$ cat config.mk
export PLATFORM = sky130hd
export DESIGN_NAME = temp_convert_integral_regulator_unit
export DESIGN_NICKNAME = d
export VERILOG_FILES = /design/src/design/tcir_pkg.sv /design/src/design/tcir_front.sv /design/src/design/tcir_queue.sv /design/src/design/tcir_back.sv /design/src/design/temp_convert_integral_regulator_unit.sv
export SDC_FILE = /design/constraint.sdc
export NUM_CORES = 1
export LEC_CHECK = 0
export BUFFER_PORTS_ARGS = -buffer_cell sky130_fd_sc_hd__buf_2
export CORE_ASPECT_RATIO = 1.5
export CORE_UTILIZATION = 50
export CTS_BUF_LIST = sky130_fd_sc_hd__clkbuf_2 sky130_fd_sc_hd__clkbuf_4 sky130_fd_sc_hd__clkbuf_8
export CTS_CLUSTER_DIAMETER = 40
export DETAILED_ROUTE_END_ITERATION = 8
export PLACE_DENSITY = 0.78
export SLEW_MARGIN = 10
export SYNTH_ARGS = -nofsm -noshare
export SYNTH_HDL_FRONTEND = slang
export SYNTH_HIERARCHICAL = 1
export SYNTH_SLANG_ARGS = --single-unit
export TNS_END_PERCENT = 30
$ cat constraint.sdc
create_clock -name aclk -period 28.6 [get_ports aclk]
set_input_delay 8.58 -clock aclk [delete_from_list [all_inputs] [get_ports aclk]]
set_output_delay 8.58 -clock aclk [all_outputs]
set_load 0.01 [all_outputs]
$ cat src/design/tcir_pkg.sv
// ----------------------------------------------------------------------------
// tcir_pkg
// Shared types, constants and the sensor conversion for the temperature
// conversion and integral regulator block.
// ----------------------------------------------------------------------------
package tcir_pkg;

    // Fixed-point layout of the integral accumulator
    localparam int ACC_FRAC_BITS = 16;
    localparam int ACC_W         = 8 + ACC_FRAC_BITS;
    localparam int PROD_W        = 30;  // 17-bit signed gain times 13-bit signed error
    localparam int SHL           = (ACC_FRAC_BITS >= 16) ? ACC_FRAC_BITS - 16 : 0;
    localparam int SHR           = (ACC_FRAC_BITS < 16) ? 16 - ACC_FRAC_BITS : 0;
    localparam int SCL_W         = PROD_W + SHL;
    localparam int SUM_W         = ((SCL_W > ACC_W + 1) ? SCL_W : ACC_W + 1) + 1;
    localparam logic [ACC_W-1:0] ACC_TOP = {8'd255, {ACC_FRAC_BITS{1'b0}}};

    // Request queue between front and back
    localparam int QUEUE_DEPTH = 2;
    localparam int PTR_W       = $clog2(QUEUE_DEPTH);
    localparam int CNT_W       = $clog2(QUEUE_DEPTH + 1);

    // Register map
    localparam int PADDR_W = 4;
    localparam logic [1:0] REG_SETPOINT = 2'd0;
    localparam logic [1:0] REG_KP_GAIN  = 2'd1;
    localparam logic [1:0] REG_DRIVE_ON = 2'd2;

    localparam logic [10:0] SETPOINT_RESET = 11'd1280;
    localparam logic [10:0] SETPOINT_LOW   = 11'd780;
    localparam logic [10:0] SETPOINT_HIGH  = 11'd1780;
    localparam logic [15:0] KP_GAIN_RESET  = 16'd1311;

    localparam logic signed [16:0] TEMP_OFFSET = 17'sd1280;
    localparam logic signed [16:0] TEMP_MAX    = 17'sd4095;

    // One classified request handed from front to back
    typedef struct packed {
        logic [11:0] temp_first;
        logic [11:0] temp_second;
        logic [1:0]  error_bits;
        logic        present_first;
    } tcir_item_t;

    // Configuration seen by the regulator
    typedef struct packed {
        logic [10:0] setpoint;
        logic [15:0] kp_gain;
        logic        drive_on;
    } tcir_cfg_t;

    // Fraction nibble (weights 65, 125, 250, 500) summed and divided by 100
    function automatic logic [3:0] frac_tenths(input logic [3:0] f);
        logic [3:0] r;
        case (f)
            4'd0:    r = 4'd0;
            4'd1:    r = 4'd0;
            4'd2:    r = 4'd1;
            4'd3:    r = 4'd1;
            4'd4:    r = 4'd2;
            4'd5:    r = 4'd3;
            4'd6:    r = 4'd3;
            4'd7:    r = 4'd4;
            4'd8:    r = 4'd5;
            4'd9:    r = 4'd5;
            4'd10:   r = 4'd6;
            4'd11:   r = 4'd6;
            4'd12:   r = 4'd7;
            4'd13:   r = 4'd8;
            4'd14:   r = 4'd8;
            default: r = 4'd9;
        endcase
        return r;
    endfunction

    // Raw two's complement reading to offset tenths, saturated to 12 bits
    function automatic logic [11:0] convert_reading(input logic [15:0] raw);
        logic [15:0]        mag;
        logic [14:0]        tenths;
        logic signed [16:0] t;
        logic [11:0]        r;
        mag    = raw[15] ? (16'd0 - raw) : raw;
        tenths = 15'({3'd0, mag[15:4]} * 15'd10) + {11'd0, frac_tenths(mag[3:0])};
        t      = raw[15] ? (TEMP_OFFSET - signed'({2'b00, tenths}))
                         : (TEMP_OFFSET + signed'({2'b00, tenths}));
        if (t < 17'sd0) begin
            r = 12'd0;
        end else if (t > TEMP_MAX) begin
            r = 12'hFFF;
        end else begin
            r = t[11:0];
        end
        return r;
    endfunction

endpackage

$ cat src/design/tcir_front.sv
// ----------------------------------------------------------------------------
// tcir_front
// Accepts measurement rounds, converts present readings, keeps the held
// temperatures and flags absent sensors, then pushes into the queue.
// ----------------------------------------------------------------------------
module tcir_front (
    input  logic                aclk,
    input  logic                aresetn,
    input  logic                s_valid,
    output logic                s_ready,
    input  logic [15:0]         s_raw_first,
    input  logic [15:0]         s_raw_second,
    input  logic                s_present_first,
    input  logic                s_present_second,
    input  logic                q_full,
    output logic                push,
    output tcir_pkg::tcir_item_t push_item
);
    import tcir_pkg::*;

    logic [11:0] held_first_reg, held_first_next;
    logic [11:0] held_second_reg, held_second_next;

    assign s_ready = !q_full;
    assign push    = s_valid && !q_full;

    // Conversion and hold of the last good value
    always_comb begin
        held_first_next  = s_present_first  ? convert_reading(s_raw_first)  : held_first_reg;
        held_second_next = s_present_second ? convert_reading(s_raw_second) : held_second_reg;
        push_item.temp_first    = held_first_next;
        push_item.temp_second   = held_second_next;
        push_item.error_bits    = {!s_present_second, !s_present_first};
        push_item.present_first = s_present_first;
    end

    always_ff @(posedge aclk) begin
        if (!aresetn) begin
            held_first_reg  <= 12'd0;
            held_second_reg <= 12'd0;
        end else if (push) begin
            held_first_reg  <= held_first_next;
            held_second_reg <= held_second_next;
        end
    end

endmodule

$ cat src/design/tcir_queue.sv
// ----------------------------------------------------------------------------
// tcir_queue
// Short FIFO of classified requests between the front and the regulator.
// ----------------------------------------------------------------------------
module tcir_queue (
    input  logic                 aclk,
    input  logic                 aresetn,
    input  logic                 push,
    input  tcir_pkg::tcir_item_t push_item,
    input  logic                 pop,
    output logic                 q_valid,
    output logic                 q_full,
    output tcir_pkg::tcir_item_t head_item
);
    import tcir_pkg::*;

    tcir_item_t       mem [QUEUE_DEPTH];
    logic [PTR_W-1:0] wr_ptr_reg, wr_ptr_next;
    logic [PTR_W-1:0] rd_ptr_reg, rd_ptr_next;
    logic [CNT_W-1:0] count_reg, count_next;

    assign q_valid   = (count_reg != '0);
    assign q_full    = (count_reg == CNT_W'(QUEUE_DEPTH));
    assign head_item = mem[rd_ptr_reg];

    // Pointer and fill count update
    always_comb begin
        wr_ptr_next = wr_ptr_reg;
        rd_ptr_next = rd_ptr_reg;
        count_next  = count_reg;
        if (push) begin
            wr_ptr_next = (wr_ptr_reg == PTR_W'(QUEUE_DEPTH - 1)) ? '0 : wr_ptr_reg + 1'b1;
        end
        if (pop) begin
            rd_ptr_next = (rd_ptr_reg == PTR_W'(QUEUE_DEPTH - 1)) ? '0 : rd_ptr_reg + 1'b1;
        end
        if (push && !pop) begin
            count_next = count_reg + 1'b1;
        end else if (pop && !push) begin
            count_next = count_reg - 1'b1;
        end
    end

    always_ff @(posedge aclk) begin
        if (!aresetn) begin
            wr_ptr_reg <= '0;
            rd_ptr_reg <= '0;
            count_reg  <= '0;
        end else begin
            wr_ptr_reg <= wr_ptr_next;
            rd_ptr_reg <= rd_ptr_next;
            count_reg  <= count_next;
        end
    end

    // Storage
    always_ff @(posedge aclk) begin
        if (push) begin
            mem[wr_ptr_reg] <= push_item;
        end
    end

    a_no_push_full: assert property (@(posedge aclk) disable iff (!aresetn)
        !(push && q_full)) else $error("push into full queue");
    a_no_pop_empty: assert property (@(posedge aclk) disable iff (!aresetn)
        pop |-> q_valid) else $error("pop from empty queue");
    a_count_bound: assert property (@(posedge aclk) disable iff (!aresetn)
        count_reg <= CNT_W'(QUEUE_DEPTH)) else $error("queue count out of range");

endmodule

$ cat src/design/tcir_back.sv
// ----------------------------------------------------------------------------
// tcir_back
// Clamped integral regulator and result register. Takes one request from
// the queue whenever the result register is free or being drained.
// ----------------------------------------------------------------------------
module tcir_back (
    input  logic                 aclk,
    input  logic                 aresetn,
    input  tcir_pkg::tcir_cfg_t  cfg,
    input  logic                 q_valid,
    input  tcir_pkg::tcir_item_t head_item,
    output logic                 pop,
    output logic                 m_valid,
    input  logic                 m_ready,
    output logic [11:0]          m_temp_first,
    output logic [11:0]          m_temp_second,
    output logic [1:0]           m_error_bits,
    output logic [7:0]           m_duty,
    output logic                 m_output_active
);
    import tcir_pkg::*;

    logic [ACC_W-1:0] acc_reg, acc_next;
    logic             valid_reg;
    logic [11:0]      temp_first_reg, temp_second_reg;
    logic [1:0]       error_reg;
    logic [7:0]       duty_reg;

    logic signed [12:0]       err_val;
    logic signed [PROD_W-1:0] prod;
    logic signed [SCL_W-1:0]  scaled;
    logic signed [SUM_W-1:0]  sum;

    assign pop = q_valid && (!valid_reg || m_ready);

    // Error, gain product, rescale, accumulate and clamp
    always_comb begin
        err_val  = signed'({1'b0, head_item.temp_first}) - signed'({2'b00, cfg.setpoint});
        prod     = signed'({1'b0, cfg.kp_gain}) * err_val;
        scaled   = (SCL_W'(prod) <<< SHL) >>> SHR;
        sum      = SUM_W'(signed'({1'b0, acc_reg})) + SUM_W'(scaled);
        acc_next = acc_reg;
        if (!cfg.drive_on) begin
            acc_next = '0;
        end else if (head_item.present_first) begin
            if (sum > SUM_W'(signed'({1'b0, ACC_TOP}))) begin
                acc_next = ACC_TOP;
            end else if (sum < SUM_W'(0)) begin
                acc_next = '0;
            end else begin
                acc_next = sum[ACC_W-1:0];
            end
        end
    end

    // Control: accumulator and result valid
    always_ff @(posedge aclk) begin
        if (!aresetn) begin
            acc_reg   <= '0;
            valid_reg <= 1'b0;
        end else begin
            if (pop) begin
                acc_reg <= acc_next;
            end
            if (pop) begin
                valid_reg <= 1'b1;
            end else if (m_ready) begin
                valid_reg <= 1'b0;
            end
        end
    end

    // Result payload
    always_ff @(posedge aclk) begin
        if (pop) begin
            temp_first_reg  <= head_item.temp_first;
            temp_second_reg <= head_item.temp_second;
            error_reg       <= head_item.error_bits;
            duty_reg        <= acc_next[ACC_W-1:ACC_FRAC_BITS];
        end
    end

    assign m_valid         = valid_reg;
    assign m_temp_first    = temp_first_reg;
    assign m_temp_second   = temp_second_reg;
    assign m_error_bits    = error_reg;
    assign m_duty          = duty_reg;
    assign m_output_active = (duty_reg != 8'd0);

    a_acc_bound: assert property (@(posedge aclk) disable iff (!aresetn)
        acc_reg <= ACC_TOP) else $error("accumulator above clamp");
    a_drive_off: assert property (@(posedge aclk) disable iff (!aresetn)
        (pop && !cfg.drive_on) |=> (duty_reg == 8'd0 && acc_reg == '0))
        else $error("duty not cleared with drive off");

endmodule

$ cat src/design/temp_convert_integral_regulator_unit.sv
// ----------------------------------------------------------------------------
// temp_convert_integral_regulator_unit
// Sensor conversion and clamped integral cooler regulator, top level.
// ----------------------------------------------------------------------------
// Usage:
//   Input channel (s_*): one measurement round per request, two raw 16-bit
//   readings with present flags. Result channel (m_*): held temperatures,
//   error bits for the round, PWM duty and output-active flag.
//   APB port: setpoint at 0x0, kp_gain at 0x4, drive_on at 0x8; write only
//   while the block is idle. Out-of-range setpoint writes are dropped.
//   Throughput: one round per cycle while m_ready stays high. The front
//   converts and queues a round in the accept cycle; the regulator takes
//   it from the two-entry queue once the result register is free or
//   being drained. The round passes through the queue entry, then the
//   result register, which drives m_valid.
//   Receiver stall: the result register holds, the queue fills, and s_ready
//   drops once both queue entries are taken.
//   Reset (aresetn low, synchronous): held temperatures, accumulator and
//   m_valid clear, registers go to setpoint 1280, kp_gain 1311, drive off.
// ----------------------------------------------------------------------------
module temp_convert_integral_regulator_unit (
    input  logic                          aclk,
    input  logic                          aresetn,
    input  logic                          psel,
    input  logic                          penable,
    input  logic                          pwrite,
    input  logic [tcir_pkg::PADDR_W-1:0]  paddr,
    input  logic [31:0]                   pwdata,
    output logic [31:0]                   prdata,
    output logic                          pready,
    input  logic                          s_valid,
    output logic                          s_ready,
    input  logic signed [15:0]            s_raw_first,
    input  logic signed [15:0]            s_raw_second,
    input  logic                          s_present_first,
    input  logic                          s_present_second,
    output logic                          m_valid,
    input  logic                          m_ready,
    output logic [11:0]                   m_temp_first,
    output logic [11:0]                   m_temp_second,
    output logic [1:0]                    m_error_bits,
    output logic [7:0]                    m_duty,
    output logic                          m_output_active
);
    import tcir_pkg::*;

    logic [10:0] setpoint_reg;
    logic [15:0] kp_gain_reg;
    logic        drive_on_reg;
    logic        wr_en;
    logic [1:0]  reg_index;

    tcir_cfg_t  cfg;
    tcir_item_t push_item;
    tcir_item_t head_item;
    logic       push, pop, q_valid, q_full;

    // Register file
    assign pready    = 1'b1;
    assign wr_en     = psel && penable && pwrite;
    assign reg_index = paddr[3:2];

    always_ff @(posedge aclk) begin
        if (!aresetn) begin
            setpoint_reg <= SETPOINT_RESET;
            kp_gain_reg  <= KP_GAIN_RESET;
            drive_on_reg <= 1'b0;
        end else if (wr_en) begin
            case (reg_index)
                REG_SETPOINT: begin
                    if (pwdata[10:0] >= SETPOINT_LOW && pwdata[10:0] <= SETPOINT_HIGH) begin
                        setpoint_reg <= pwdata[10:0];
                    end
                end
                REG_KP_GAIN:  kp_gain_reg  <= pwdata[15:0];
                REG_DRIVE_ON: drive_on_reg <= pwdata[0];
                default: ;
            endcase
        end
    end

    // Read back
    always_comb begin
        case (reg_index)
            REG_SETPOINT: prdata = {21'd0, setpoint_reg};
            REG_KP_GAIN:  prdata = {16'd0, kp_gain_reg};
            REG_DRIVE_ON: prdata = {31'd0, drive_on_reg};
            default:      prdata = 32'd0;
        endcase
    end

    assign cfg.setpoint = setpoint_reg;
    assign cfg.kp_gain  = kp_gain_reg;
    assign cfg.drive_on = drive_on_reg;

    tcir_front u_front (
        .aclk             (aclk),
        .aresetn          (aresetn),
        .s_valid          (s_valid),
        .s_ready          (s_ready),
        .s_raw_first      (s_raw_first),
        .s_raw_second     (s_raw_second),
        .s_present_first  (s_present_first),
        .s_present_second (s_present_second),
        .q_full           (q_full),
        .push             (push),
        .push_item        (push_item)
    );

    tcir_queue u_queue (
        .aclk      (aclk),
        .aresetn   (aresetn),
        .push      (push),
        .push_item (push_item),
        .pop       (pop),
        .q_valid   (q_valid),
        .q_full    (q_full),
        .head_item (head_item)
    );

    tcir_back u_back (
        .aclk            (aclk),
        .aresetn         (aresetn),
        .cfg             (cfg),
        .q_valid         (q_valid),
        .head_item       (head_item),
        .pop             (pop),
        .m_valid         (m_valid),
        .m_ready         (m_ready),
        .m_temp_first    (m_temp_first),
        .m_temp_second   (m_temp_second),
        .m_error_bits    (m_error_bits),
        .m_duty          (m_duty),
        .m_output_active (m_output_active)
    );

endmodule
==> results.yml <==
finish:
  largest_register_ffs: 54
  layout-drive-gt1-share: 0.110
  nets: 2660
  stdcell_area_sq_um: 21000
  final_cell_mix: "inv_1 (266), nand2_1 (256), ha_1 (182), fa_1 (180), buf_2 (111)"
  areaGrowthSynthToFinish_pct: 6.32
  final_common_cell: "inv_1"
global_routing:
  grt_pass1_wl_um: 79200
  grt_max_degree: 41
  grt_antenna_before_repair: 2
  gr-total-overflow: 0
  grt_usage: 0.247
  grt_pass1_vias: 16800
worst_setup_path:
  required_ps: 20020
  endpoint_kind: "primary output"
  crit_top_cell: "buf_2"
  cp_max_fo: 15
  cp_slowest_cell: "nor2b_1"
  worstSetupPathType: "input port to primary output"
  worstPathArrival_ps: 9650
  crit_start: "paddr[2]"
  crit_path_start_kind: "input port"
  cpPeakStageDelay_ps: 390
  crit_chain: "buf_2 -> nor2b_1 -> nand2_1 -> o21ai_0 -> buf_2"
clock_tree:
  cts_tree: "yes"
  cts_hold_buf: 0
  h-tree-depth: 4
  path_clk_slew_ps: 90
  cts_made_buffers: 17
  post-cts-setup-buffer-count: 0
  post_cts_resized: 0
  cts_max_path_buffers: 2
  root_buffer: "clkbuf_8"
  clock_sinks: 170
  clk_latency_ps: 510
drt:
  drtIter0Drc: 918
  drtAntennaViolNets: 0
  wl_per_cell_um: 17.6
  drcViolationCount: 0
  drt_wl_total_um: 48000
  via_per_inst: 5.85
  drtPass1Iterations: 7
  vias: 16000
placement:
  gp_congestion: 0.960
  dp_hpwl_um: 37900
  place_worst_setup_slack_ps: 10360
  place_area_sq_um: 20600
  port_buffers: 111
floorplan:
  dieArea_sq_um: 40300
  core_area_sq_um: 38600
  start_util: 0.511
  dieWidth_um: 164
  die_h_um: 245
  boundaryPins: 147
  rows: 88
sta:
  report.final.hold_viol_count: 0
  tightest_slew_ps: 1040
  period_needed_ps: 18230
  maxSlewHeadroom: 0.294
  max_freq_mhz: 54.8
  slew_violations: 0
  setup_violations: 0
  fin_crit_sh: 0.638
  whs_ps: 464
  skew_ps: 18.7
  setup_slack_ps: 10370
  tns_ps: 0
  rsz0062_at_grt: "false"
synth:
  seq_area_frac_synth: 0.217
  synth_flop_cell: "edfxtp_1"
  synth_area_sq_um: 19700
  synth.distinct_cells: 98
  synth_seq_cells: 170
  syn_inst: 2175
  synth.avg_cell_area_sq_um: 9.08
  synthArstFlopShare: 0
  ys_warn_count: 6
  synth-edff-count: 88
run:
  drv_cap: 0
outcome:
  outcome: "completed"
min_path:
  hp-class: "register to register"
  min_from: "u_front/held_first_reg[9]"
stage by stage:
| stage | instances | util |
|---|---|---|
| 2_1_floorplan | 2190 | - |
| 3_3_place_gp | 2697 | 0.532 |
| 3_5_place_dp | 2697 | 0.532 |
| 4_1_cts | 2729 | 0.543 |
| 5_1_grt | 2730 | 0.543 |
| 6_report | 2730 | 0.543 |
path summary, 6_finish.rpt:
| check | slack [ps] | end | cells after the start |
|---|---|---|---|
| max | 10370 | prdata[0] | 5 |
| max reg2reg | 17000 | u_back/acc_reg[11] | 33 |
| min | 460 | u_front/held_first_reg[9] | 2 |
| min reg2reg | 460 | u_front/held_first_reg[9] | 2 |
layer usage:
metal	wire, um	GRT usage
met2	27000	0.483
met3	2030	0.0381
met5	10	0
met4	2010	0.126
met1	17000	0.246
worst max-delay path, delay by kind of cell:
family | cells | cell delay, ps
buffers and inverters | 2 | 480
and+or+nand+nor | 2 | 480
AOI/OAI and AO/OA | 1 | 110
kinds of logic after synthesis:
| logic type | count (synthesis) | share of synthesized area |
|---|---|---|
| other | 2 | 0.000380 |
| DFF | 170 | 0.217 |
| xor gates and xnor gates | 108 | 0.0479 |
| buffers and inverters | 383 | 0.0793 |
| adders and majority gates | 362 | 0.298 |
| AOI/OAI and AO/OA | 414 | 0.154 |
| muxes | 58 | 0.0324 |
| and+or+nand+nor | 678 | 0.171 |
final cells by class:
class                   count  area (sq um)
flip-flops and latches    170          4280
multi-input cells        1637         14000
clock buffers              19           249
clock inverters            13           181
well taps                 495           619
diodes                      1          2.50
inverters                 267          1000
fillers                  3465         17700
repair buffers            128           683
cell usage after synthesis, types with 38 or more instances:
master	count	share of area
a21oi_1	74	0.019
and2_1	65	0.021
clkbuf_1	79	0.015
dfxtp_1	82	0.083
edfxtp_1	88	0.13
fa_1	180	0.18
ha_1	182	0.12
inv_1	267	0.051
nand2_1	256	0.049
nand2b_1	38	0.012
nor2_1	108	0.021
nor2b_1	41	0.013
o21ai_0	60	0.015
xnor2_1	80	0.035
Power is not shown: default switching activity piles up to over one toggle a cycle in this logic, so the estimate is an artifact.
